==> config.mk <==
export PLATFORM = sky130hd
export DESIGN_NAME = crc16_packet_framer
export DESIGN_NICKNAME = d
export VERILOG_FILES = /design/src/hw/rtl/crc16pf_pkg.sv /design/src/hw/rtl/crc16_packet_framer.sv
export SDC_FILE = /design/constraint.sdc
export NUM_CORES = 1
export LEC_CHECK = 0
export ABC_AREA = 1
export BUFFER_PORTS_ARGS = -buffer_cell sky130_fd_sc_hd__clkbuf_2
export CORE_ASPECT_RATIO = 0.8
export CORE_MARGIN = 3
export CORE_UTILIZATION = 43
export CTS_CLUSTER_DIAMETER = 40
export DETAILED_ROUTE_END_ITERATION = 10
export GPL_TIMING_DRIVEN = 0
export SLEW_MARGIN = 20
export SYNTH_ARGS = -nofsm -noshare
export SYNTH_HDL_FRONTEND = slang
export SYNTH_SLANG_ARGS = --single-unit
==> constraint.sdc <==
create_clock -name clk -period 2.4 [get_ports clk]
set_clock_uncertainty 0.2 [all_clocks]
set_input_delay 0.36 -clock clk [delete_from_list [all_inputs] [get_ports clk]]
set_output_delay 0.36 -clock clk [all_outputs]
set_load 0.02 [all_outputs]
==> src/hw/rtl/crc16pf_pkg.sv <==
// ----------------------------------------------------------------------------
// crc16pf_pkg: shared type, constants and fold function of the CRC-16 framer
// Holds the CRC-16 polynomial, the per-byte fold function and the trailer
// state encoding.
// ----------------------------------------------------------------------------
package crc16pf_pkg;

    localparam int unsigned BYTE_W = 8;
    localparam int unsigned CRC_W  = 16;

    localparam logic [CRC_W-1:0] CRC_POLY = 16'h1021;
    localparam logic [CRC_W-1:0] CRC_INIT = 16'h0000;

    typedef enum logic [1:0] {
        ST_BODY,
        ST_CRC_HI,
        ST_CRC_LO
    } frame_state_t;

    // Fold one byte into the CRC, MSB first, no reflection.
    function automatic logic [CRC_W-1:0] crc_fold(
        input logic [CRC_W-1:0]  crc,
        input logic [BYTE_W-1:0] data
    );
        logic [CRC_W-1:0] acc;
        acc = crc ^ {data, {(CRC_W-BYTE_W){1'b0}}};
        for (int i = 0; i < BYTE_W; i++)
        begin
            if (acc[CRC_W-1])
            begin
                acc = {acc[CRC_W-2:0], 1'b0} ^ CRC_POLY;
            end
            else
            begin
                acc = {acc[CRC_W-2:0], 1'b0};
            end
        end
        return acc;
    endfunction

endpackage

==> src/hw/rtl/crc16_packet_framer.sv <==
// ----------------------------------------------------------------------------
// crc16_packet_framer: CRC-16 packet trailer generator
// Passes packet body bytes through and appends the CRC-16 high and low bytes
// after the byte flagged as the last of the packet.
// ----------------------------------------------------------------------------
// Usage:
//   Input channel (in_valid/in_ready) carries one body byte per transfer in
//   data_byte, with last_byte set on the final byte of a packet. Output
//   channel (out_valid/out_ready) carries out_byte with is_checksum and
//   end_of_packet flags.
//   Every body byte passes unchanged into the output register. A byte
//   flagged last is followed by the CRC high byte and then the CRC low byte
//   (end_of_packet set). CRC-16: polynomial 0x1021, init 0, MSB first, no
//   final XOR; it restarts at zero for the next packet.
//   Throughput: one body byte per cycle while out_ready holds. A last byte
//   is followed by both CRC bytes, and the input is held off until they
//   are loaded; the output register is the single stage that sets this.
//   Reset clears the CRC, the trailer state and the output valid flag.
//   When the receiver stalls, the output register holds its byte and the
//   input is held off as long as that slot cannot drain.
// ----------------------------------------------------------------------------
module crc16_packet_framer
(
    input  logic       clk,
    input  logic       rst_n,

    input  logic       in_valid,
    output logic       in_ready,
    input  logic [7:0] data_byte,
    input  logic       last_byte,

    output logic       out_valid,
    input  logic       out_ready,
    output logic [7:0] out_byte,
    output logic       is_checksum,
    output logic       end_of_packet
);

    // Running CRC and latched trailer value
    logic [crc16pf_pkg::CRC_W-1:0] crc_reg;
    logic [crc16pf_pkg::CRC_W-1:0] crc_next;
    logic [crc16pf_pkg::CRC_W-1:0] trail_reg;
    logic [crc16pf_pkg::CRC_W-1:0] trail_next;
    logic [crc16pf_pkg::CRC_W-1:0] crc_folded;

    // Trailer sequencer
    crc16pf_pkg::frame_state_t state_reg;
    crc16pf_pkg::frame_state_t state_next;

    // Output register
    logic                           out_valid_reg;
    logic                           out_valid_next;
    logic [crc16pf_pkg::BYTE_W-1:0] out_byte_reg;
    logic [crc16pf_pkg::BYTE_W-1:0] out_byte_next;
    logic                           is_chk_reg;
    logic                           is_chk_next;
    logic                           eop_reg;
    logic                           eop_next;

    logic out_free;
    logic in_xfer;

    // The output slot can take a new byte when it is empty or draining now.
    assign out_free = !out_valid_reg || out_ready;
    // Take body bytes only while no trailer byte is waiting.
    assign in_ready = out_free && (state_reg == crc16pf_pkg::ST_BODY);
    assign in_xfer  = in_valid && in_ready;

    assign crc_folded = crc16pf_pkg::crc_fold(crc_reg, data_byte);

    // Next state of the trailer sequencer
    always_comb
    begin
        state_next = state_reg;
        case (state_reg)
            crc16pf_pkg::ST_BODY:
            begin
                if (in_xfer && last_byte)
                begin
                    state_next = crc16pf_pkg::ST_CRC_HI;
                end
            end
            crc16pf_pkg::ST_CRC_HI:
            begin
                if (out_free)
                begin
                    state_next = crc16pf_pkg::ST_CRC_LO;
                end
            end
            crc16pf_pkg::ST_CRC_LO:
            begin
                if (out_free)
                begin
                    state_next = crc16pf_pkg::ST_BODY;
                end
            end
            default:
            begin
                state_next = crc16pf_pkg::ST_BODY;
            end
        endcase
    end

    // Datapath and output register loading
    always_comb
    begin
        crc_next       = crc_reg;
        trail_next     = trail_reg;
        out_valid_next = out_valid_reg;
        out_byte_next  = out_byte_reg;
        is_chk_next    = is_chk_reg;
        eop_next       = eop_reg;

        // Drop the byte once the receiver takes it.
        if (out_valid_reg && out_ready)
        begin
            out_valid_next = 1'b0;
        end

        case (state_reg)
            crc16pf_pkg::ST_BODY:
            begin
                if (in_xfer)
                begin
                    out_valid_next = 1'b1;
                    out_byte_next  = data_byte;
                    is_chk_next    = 1'b0;
                    eop_next       = 1'b0;
                    if (last_byte)
                    begin
                        // Latch the finished CRC and restart for the next packet.
                        trail_next = crc_folded;
                        crc_next   = crc16pf_pkg::CRC_INIT;
                    end
                    else
                    begin
                        crc_next = crc_folded;
                    end
                end
            end
            crc16pf_pkg::ST_CRC_HI:
            begin
                if (out_free)
                begin
                    out_valid_next = 1'b1;
                    out_byte_next  = trail_reg[crc16pf_pkg::CRC_W-1:crc16pf_pkg::BYTE_W];
                    is_chk_next    = 1'b1;
                    eop_next       = 1'b0;
                end
            end
            crc16pf_pkg::ST_CRC_LO:
            begin
                if (out_free)
                begin
                    out_valid_next = 1'b1;
                    out_byte_next  = trail_reg[crc16pf_pkg::BYTE_W-1:0];
                    is_chk_next    = 1'b1;
                    eop_next       = 1'b1;
                end
            end
            default:
            begin
                out_valid_next = out_valid_reg;
            end
        endcase
    end

    // Control registers
    always_ff @(posedge clk or negedge rst_n)
    begin
        if (!rst_n)
        begin
            state_reg     <= crc16pf_pkg::ST_BODY;
            crc_reg       <= crc16pf_pkg::CRC_INIT;
            out_valid_reg <= 1'b0;
        end
        else
        begin
            state_reg     <= state_next;
            crc_reg       <= crc_next;
            out_valid_reg <= out_valid_next;
        end
    end

    // Payload registers
    always_ff @(posedge clk)
    begin
        trail_reg    <= trail_next;
        out_byte_reg <= out_byte_next;
        is_chk_reg   <= is_chk_next;
        eop_reg      <= eop_next;
    end

    assign out_valid     = out_valid_reg;
    assign out_byte      = out_byte_reg;
    assign is_checksum   = is_chk_reg;
    assign end_of_packet = eop_reg;

`ifndef SYNTHESIS
    // A last byte transfer starts the trailer.
    a_last_starts_trailer: assert property (@(posedge clk) disable iff (!rst_n)
        in_valid && in_ready && last_byte |=> state_reg == crc16pf_pkg::ST_CRC_HI)
        else $error("trailer not started after last byte");

    // While the trailer is pending the output slot is occupied.
    a_trailer_holds_output: assert property (@(posedge clk) disable iff (!rst_n)
        state_reg != crc16pf_pkg::ST_BODY |-> out_valid_reg)
        else $error("output slot empty while trailer pending");

    // The CRC has already restarted while the trailer drains.
    a_crc_cleared: assert property (@(posedge clk) disable iff (!rst_n)
        state_reg != crc16pf_pkg::ST_BODY |-> crc_reg == crc16pf_pkg::CRC_INIT)
        else $error("CRC not cleared during trailer");

    // End of packet only on a checksum byte.
    a_eop_is_checksum: assert property (@(posedge clk) disable iff (!rst_n)
        out_valid && end_of_packet |-> is_checksum)
        else $error("end_of_packet on a body byte");
`endif

endmodule

Word level (Yosys, flattened, before mapping) --
Cells that the tools add are included.
Word-level totals: word-level logic and storage cells 64, input bits 13, register bits after elaboration 45, output and inout port bits 12
Cells by class: equal/unequal tests 7, bitwise operators 9, reduce and logical (&&, ||, !) cells 15, muxes and demuxes 26
Operators by type and width (number):
- $mux W13 | 8
- $mux W8 | 3
- $not A3 Y3 | 8
- $pmux W8 S3 | 1
- $mux W16 | 1
- $xor A16 B16 Y16 | 1
- $reduce_and A3 Y1 | 3
- $mux W1 | 6
- $mux W2 | 3
- $ne A2 B2 Y1 const B | 3
- $pmux W2 S3 | 1
- $logic_and A1 B1 Y1 | 4
- $ne A2 B1 Y1 const B | 2
- $pmux W1 S2 | 2
- $reduce_and A4 Y1 | 1
- $pmux W1 S3 | 1
- $reduce_bool A3 Y1 | 1
- $eq A2 B1 Y1 const B | 1
- $eq A2 B2 Y1 const B | 1
- $logic_not A2 Y1 | 1
- $reduce_and A2 Y1 | 1
- $reduce_bool A2 Y1 | 1
- $reduce_or A2 Y1 | 1
- $logic_not A1 Y1 | 1
- $logic_or A1 B1 Y1 | 1

Depth between registers and ports, before layout --
depth in word-level cells 18, gate-level depth with buffers 8, mapped depth without buffers 8

Worst setup path after synthesis --
Ideal clock, no wire load.
kind reg2reg, start point reg state_reg[0], end point reg trail_reg[0] (netlist name), enable pin, setup slack -0.039 ns, data required time 1.812 ns, setup time 0.388 ns, stages on the path, launching flop included 6, buffers on the path 1, arrival time 1.850 ns, clock period less this slack 2.439 ns, path through dfrtp_1 -> inv_1 -> ha_1 -> nand3_4 -> buf_2 -> nor2_1
Between the ends: longest elaborated chain between the ends 4
Ends and longest elaborated chain:
- start: declaration | line crc16_packet_framer.sv:47 | crc16pf_pkg::frame_state_t state_reg;
- start signal: assignment | line crc16_packet_framer.sv:173 | state_reg <= crc16pf_pkg::ST_BODY;
- start signal: assignment | line crc16_packet_framer.sv:179 | state_reg <= state_next;
- $logic_not A2 Y1 * | line crc16_packet_framer.sv:66, crc16_packet_framer.sv:120
- $logic_and A1 B1 Y1 | line crc16_packet_framer.sv:66 | assign in_ready = out_free && (state_reg == crc16pf_pkg::ST_BODY);
- $logic_and A1 B1 Y1 | line crc16_packet_framer.sv:67 | assign in_xfer = in_valid && in_ready;
- $reduce_and A3 Y1 (no source line) *
- end signal: assignment | line crc16_packet_framer.sv:188 | trail_reg <= trail_next;
- end: declaration | line crc16_packet_framer.sv:42 | logic [crc16pf_pkg::CRC_W-1:0] trail_reg;
Every way passes the cells marked *; elsewhere a longest branch is shown, timed or not. A chain may end at the register's enable or synchronous reset.

Final worst setup path --
start point reg state_reg[0], end point reg out_byte_reg (netlist bit out_byte[7]), enable pin
Between the ends: longest elaborated chain between the ends 5, elaborated cells between the ends (all ways) 10, those cells by class eq/ne (5); reduce/logical (5)
Ends and longest elaborated chain:
- $logic_not A2 Y1 | line crc16_packet_framer.sv:66, crc16_packet_framer.sv:120
- $logic_and A1 B1 Y1 | line crc16_packet_framer.sv:66
- $logic_and A1 B1 Y1 | line crc16_packet_framer.sv:67
- $ne A2 B2 Y1 (no source line)
- $reduce_and A4 Y1 (no source line) *
- end signal: assignment | line crc16_packet_framer.sv:189 | out_byte_reg <= out_byte_next;
- end: declaration | line crc16_packet_framer.sv:53 | logic [crc16pf_pkg::BYTE_W-1:0] out_byte_reg;
Marked as above.

==> run metrics <==
synthesized-area fraction occupied by adder cells 3.690%; die height between 70 and 80 µm; commonest cells after routing, fill and taps aside nand2_1 (122), inv_1 (31), edfxtp_1 (26); Compound-Gate Fraction of Synth Area roughly 9.2%; commonest non-fill, non-tap cell in the layout nand2_1; cell family with most CP delay simple AND/OR/NAND/NOR gates; Core ar. just over 0.005 mm²; combinational family with the most area after synthesis simple AND/OR/NAND/NOR gates; Slew @ Worst Pin ~0.56 ns; count of different cell masters after synthesis 25; GPL Wtd Cong around 0.77; final-layout fill cell count 484; Ant. Diodes 0; Seq cells post-synth 45; total die area ~0.0065 mm²; CP Capture Point out_byte[7]$_DFFE_PP_; Worst Path Class, Setup reg2reg; worst r2r src state_reg[0]$_DFFE_PN0P_; Tot GR Track Use about 17%; DRC 0; Syn Nets about 290; width of the die approximately 89 µm; sequential power share a little under two fifths; area post-placement around 0.0026 mm²; H-tree depth 2; logic gate share of total power 49.7%; CTS tree built; post-synthesis simple-gate area fraction 26.88%; post-route insts no fill approximately 370; I/O Pins 25; minimum clock period 2.283 ns; hold crit path type in2reg; P_sw 1.561 mW; routed vias/inst between 4 and 5; internal power between 2 and 2.5 mW; Worst R2R Path Depth 7; slew margin rel. between 60 and 70%; dpl cells approximately 360; mux cell area share after synthesis 0%; total power 3.648 mW; slowest stage delay, CP 0.45 ns; Crit. Startpoint state_reg[0]$_DFFE_PN0P_; Routed wire per std cell 13.27 µm; sequential-to-total area share from yosys stat between 50 and 60%; Synth Area per Inst 8.758 µm²; CTS root buffer clkbuf_8; leading area contributor after synthesis edfxtp_1; final worst slack 0.1174 ns; clock network power share between 10% and 20%; Yosys warnings 0; via count around 1800; XOR/XNOR share of the synthesized area about 1.1%; Place WS -0.1831 ns; fin crit share between 90% and 100%; RR Endpoint out_byte[7]$_DFFE_PP_; Worst EP arrival roughly 2.1 ns; DP HPWL between 3000 and 4000 µm; Worst VDD drop around 0.47 mV; max_cap viols 0; Initial DRC Count 113; CTS clk-pin slew, worst paths ~0.090 ns; Startpoint Class flop; share of cells above drive strength 1 16.67%; pwr dens between 1000 and 1500 mW/mm²; final hold vios 0; worst path buffer plus inverter count 3; outcome complete, no violations; Clock Sink Count 45; fmax around 440 MHz; first-pass GRT wire length a little over 8000 µm; slowest stage cell on the critical path dfrtp_1; Setup Viol. Count Final 0; Synth Instances 271; vias in the first global route 1655; Crit path depth 7; Critical Path RT 2.21 ns; largest cells by area after synthesis edfxtp_1 (33%), dfrtp_1 (20%), nand2_1 (19%); effective utilization at floorplan approximately 46%; drt first pass iters 4; Max Slew Vio Count 0; synthesized area between 0.002 and 0.0025 mm²; PortBufs 24; share of Yosys cell area claimed by the top area cell type about a third; worst skew pair latency 0.29 ns; Net Sw Frac 42.78%; reg2reg setup slack 0.12 ns; initial antenna violation count 0; number of CTS-inserted buffers 5; crit path capture type flop; final wirelength between 4000 and 5000 µm; largest net degree at the start of global routing 20; crit-path max FO 9; final net count around 330; CTS Buffer Depth 2; fin area between 0.002 and 0.003 mm²; Area Overhead vs Synth 14.65%; Routed Antenna Nets 0; Critical Path, Cell by Cell inv_1, ha_1, nand3_4, inv_2, nor2_1, nor3b_4, buf_12; GR Overflow Total 0; # rows 23; static leakage around 1.3 nW
==> Yosys cell counts (all sizes together) <==
cell	n
a21oi	8
a22oi	9
and2	8
buf	3
clkbuf	1
clkinv	1
dfrtp	19
edfxtp	26
ha	7
inv	33
nand2	122
nand3	13
nor2	5
nor3	1
nor3b	1
o21ai	5
o22ai	5
o31ai	1
xor2	3
==> worst reg2reg max path: cells and delay by family, from the launching register on <==
kind | cells | cell delay [ns]
fa+ha+maj | 1 | 0.30
simple gates | 3 | 0.54
buf+inv | 3 | 0.52
flops | 1 | 0.45
==> logic make-up after synthesis <==
logic type,Yosys count
AND/OR/NAND/NOR,150
flip-flops,45
buffers and inverters,38
AO/OA/AOI/OAI,28
adder cells (fa/ha/maj),7
XOR/XNOR,3
==> per-layer routing <==
layer	wire length [µm]	GRT usage (%)	vias up	part of all wire [%]
met5	0	0	-	0
met4	23	2.479	0	0.47
met3	285	4.086	2	5.8
met2	2109	24.88	40	43
met1	2466	26.16	810	50
li1	-	-	939	-
==> power groups by stage <==
stage,registers [mW],logic (mW),clock network (mW)
after floorplan,1.51,1.15,0
final,1.39,1.81,0.448
after global placement,1.40,1.69,0
after detailed placement,1.41,1.71,0
after global routing,1.43,2.07,0.501
after CTS,1.39,1.74,0.461
==> metrics by stage <==
stage          setup TNS, ns  utilization, %  hold WS (ns)
2_1_floorplan              0               -       -0.1356
3_3_place_gp          -4.265           49.69        0.1849
3_5_place_dp          -4.109           49.69        0.1822
4_1_cts                    0           51.69        0.2635
5_1_grt              -0.1115           52.54        0.2746
6_report                   0           52.54        0.2638
==> what timing repair did <==
item	4_1_cts	5_1_grt
setup endpoints to repair	25	25
hold buffers	1	0
pin swaps	0	1
gates resized for setup	2	1
hold endpoints to repair	19	0
buffers inserted	0	2
==> final cells by class <==
type / instances / area [µm²] / share of cell area (%)
flip-flops and latches: 45 / 1256 / 46.16
multi-input cells: 188 / 987.2 / 36.28
inverters: 34 / 130.1 / 4.782
repair buffers: 27 / 170.2 / 6.253
clock buffers: 6 / 72.57 / 2.667
well taps: 62 / 77.57 / 2.851
clock inverters: 2 / 10.01 / 0.3678
plain buffers: 4 / 17.52 / 0.6437
==> how the worst min path moves through the flow <==
stage | cells after the start | slack, ns | end | from
global placement | 1 | 0.18 | crc_reg[6]$_DFFE_PN0P_ | rst_n
detailed placement | 1 | 0.18 | crc_reg[14]$_DFFE_PN0P_ | rst_n
global route | 3 | 0.27 | out_valid$_DFFE_PN0P_ | in_valid
CTS | 3 | 0.26 | trail_reg[4]$_DFFE_PP_ | data_byte[4]
finish | 4 | 0.26 | crc_reg[14]$_DFFE_PN0P_ | last_byte
floorplan | 0 | -0.14 | crc_reg[0]$_DFFE_PN0P_ | rst_n
Power figures use the tool's default switching activity.
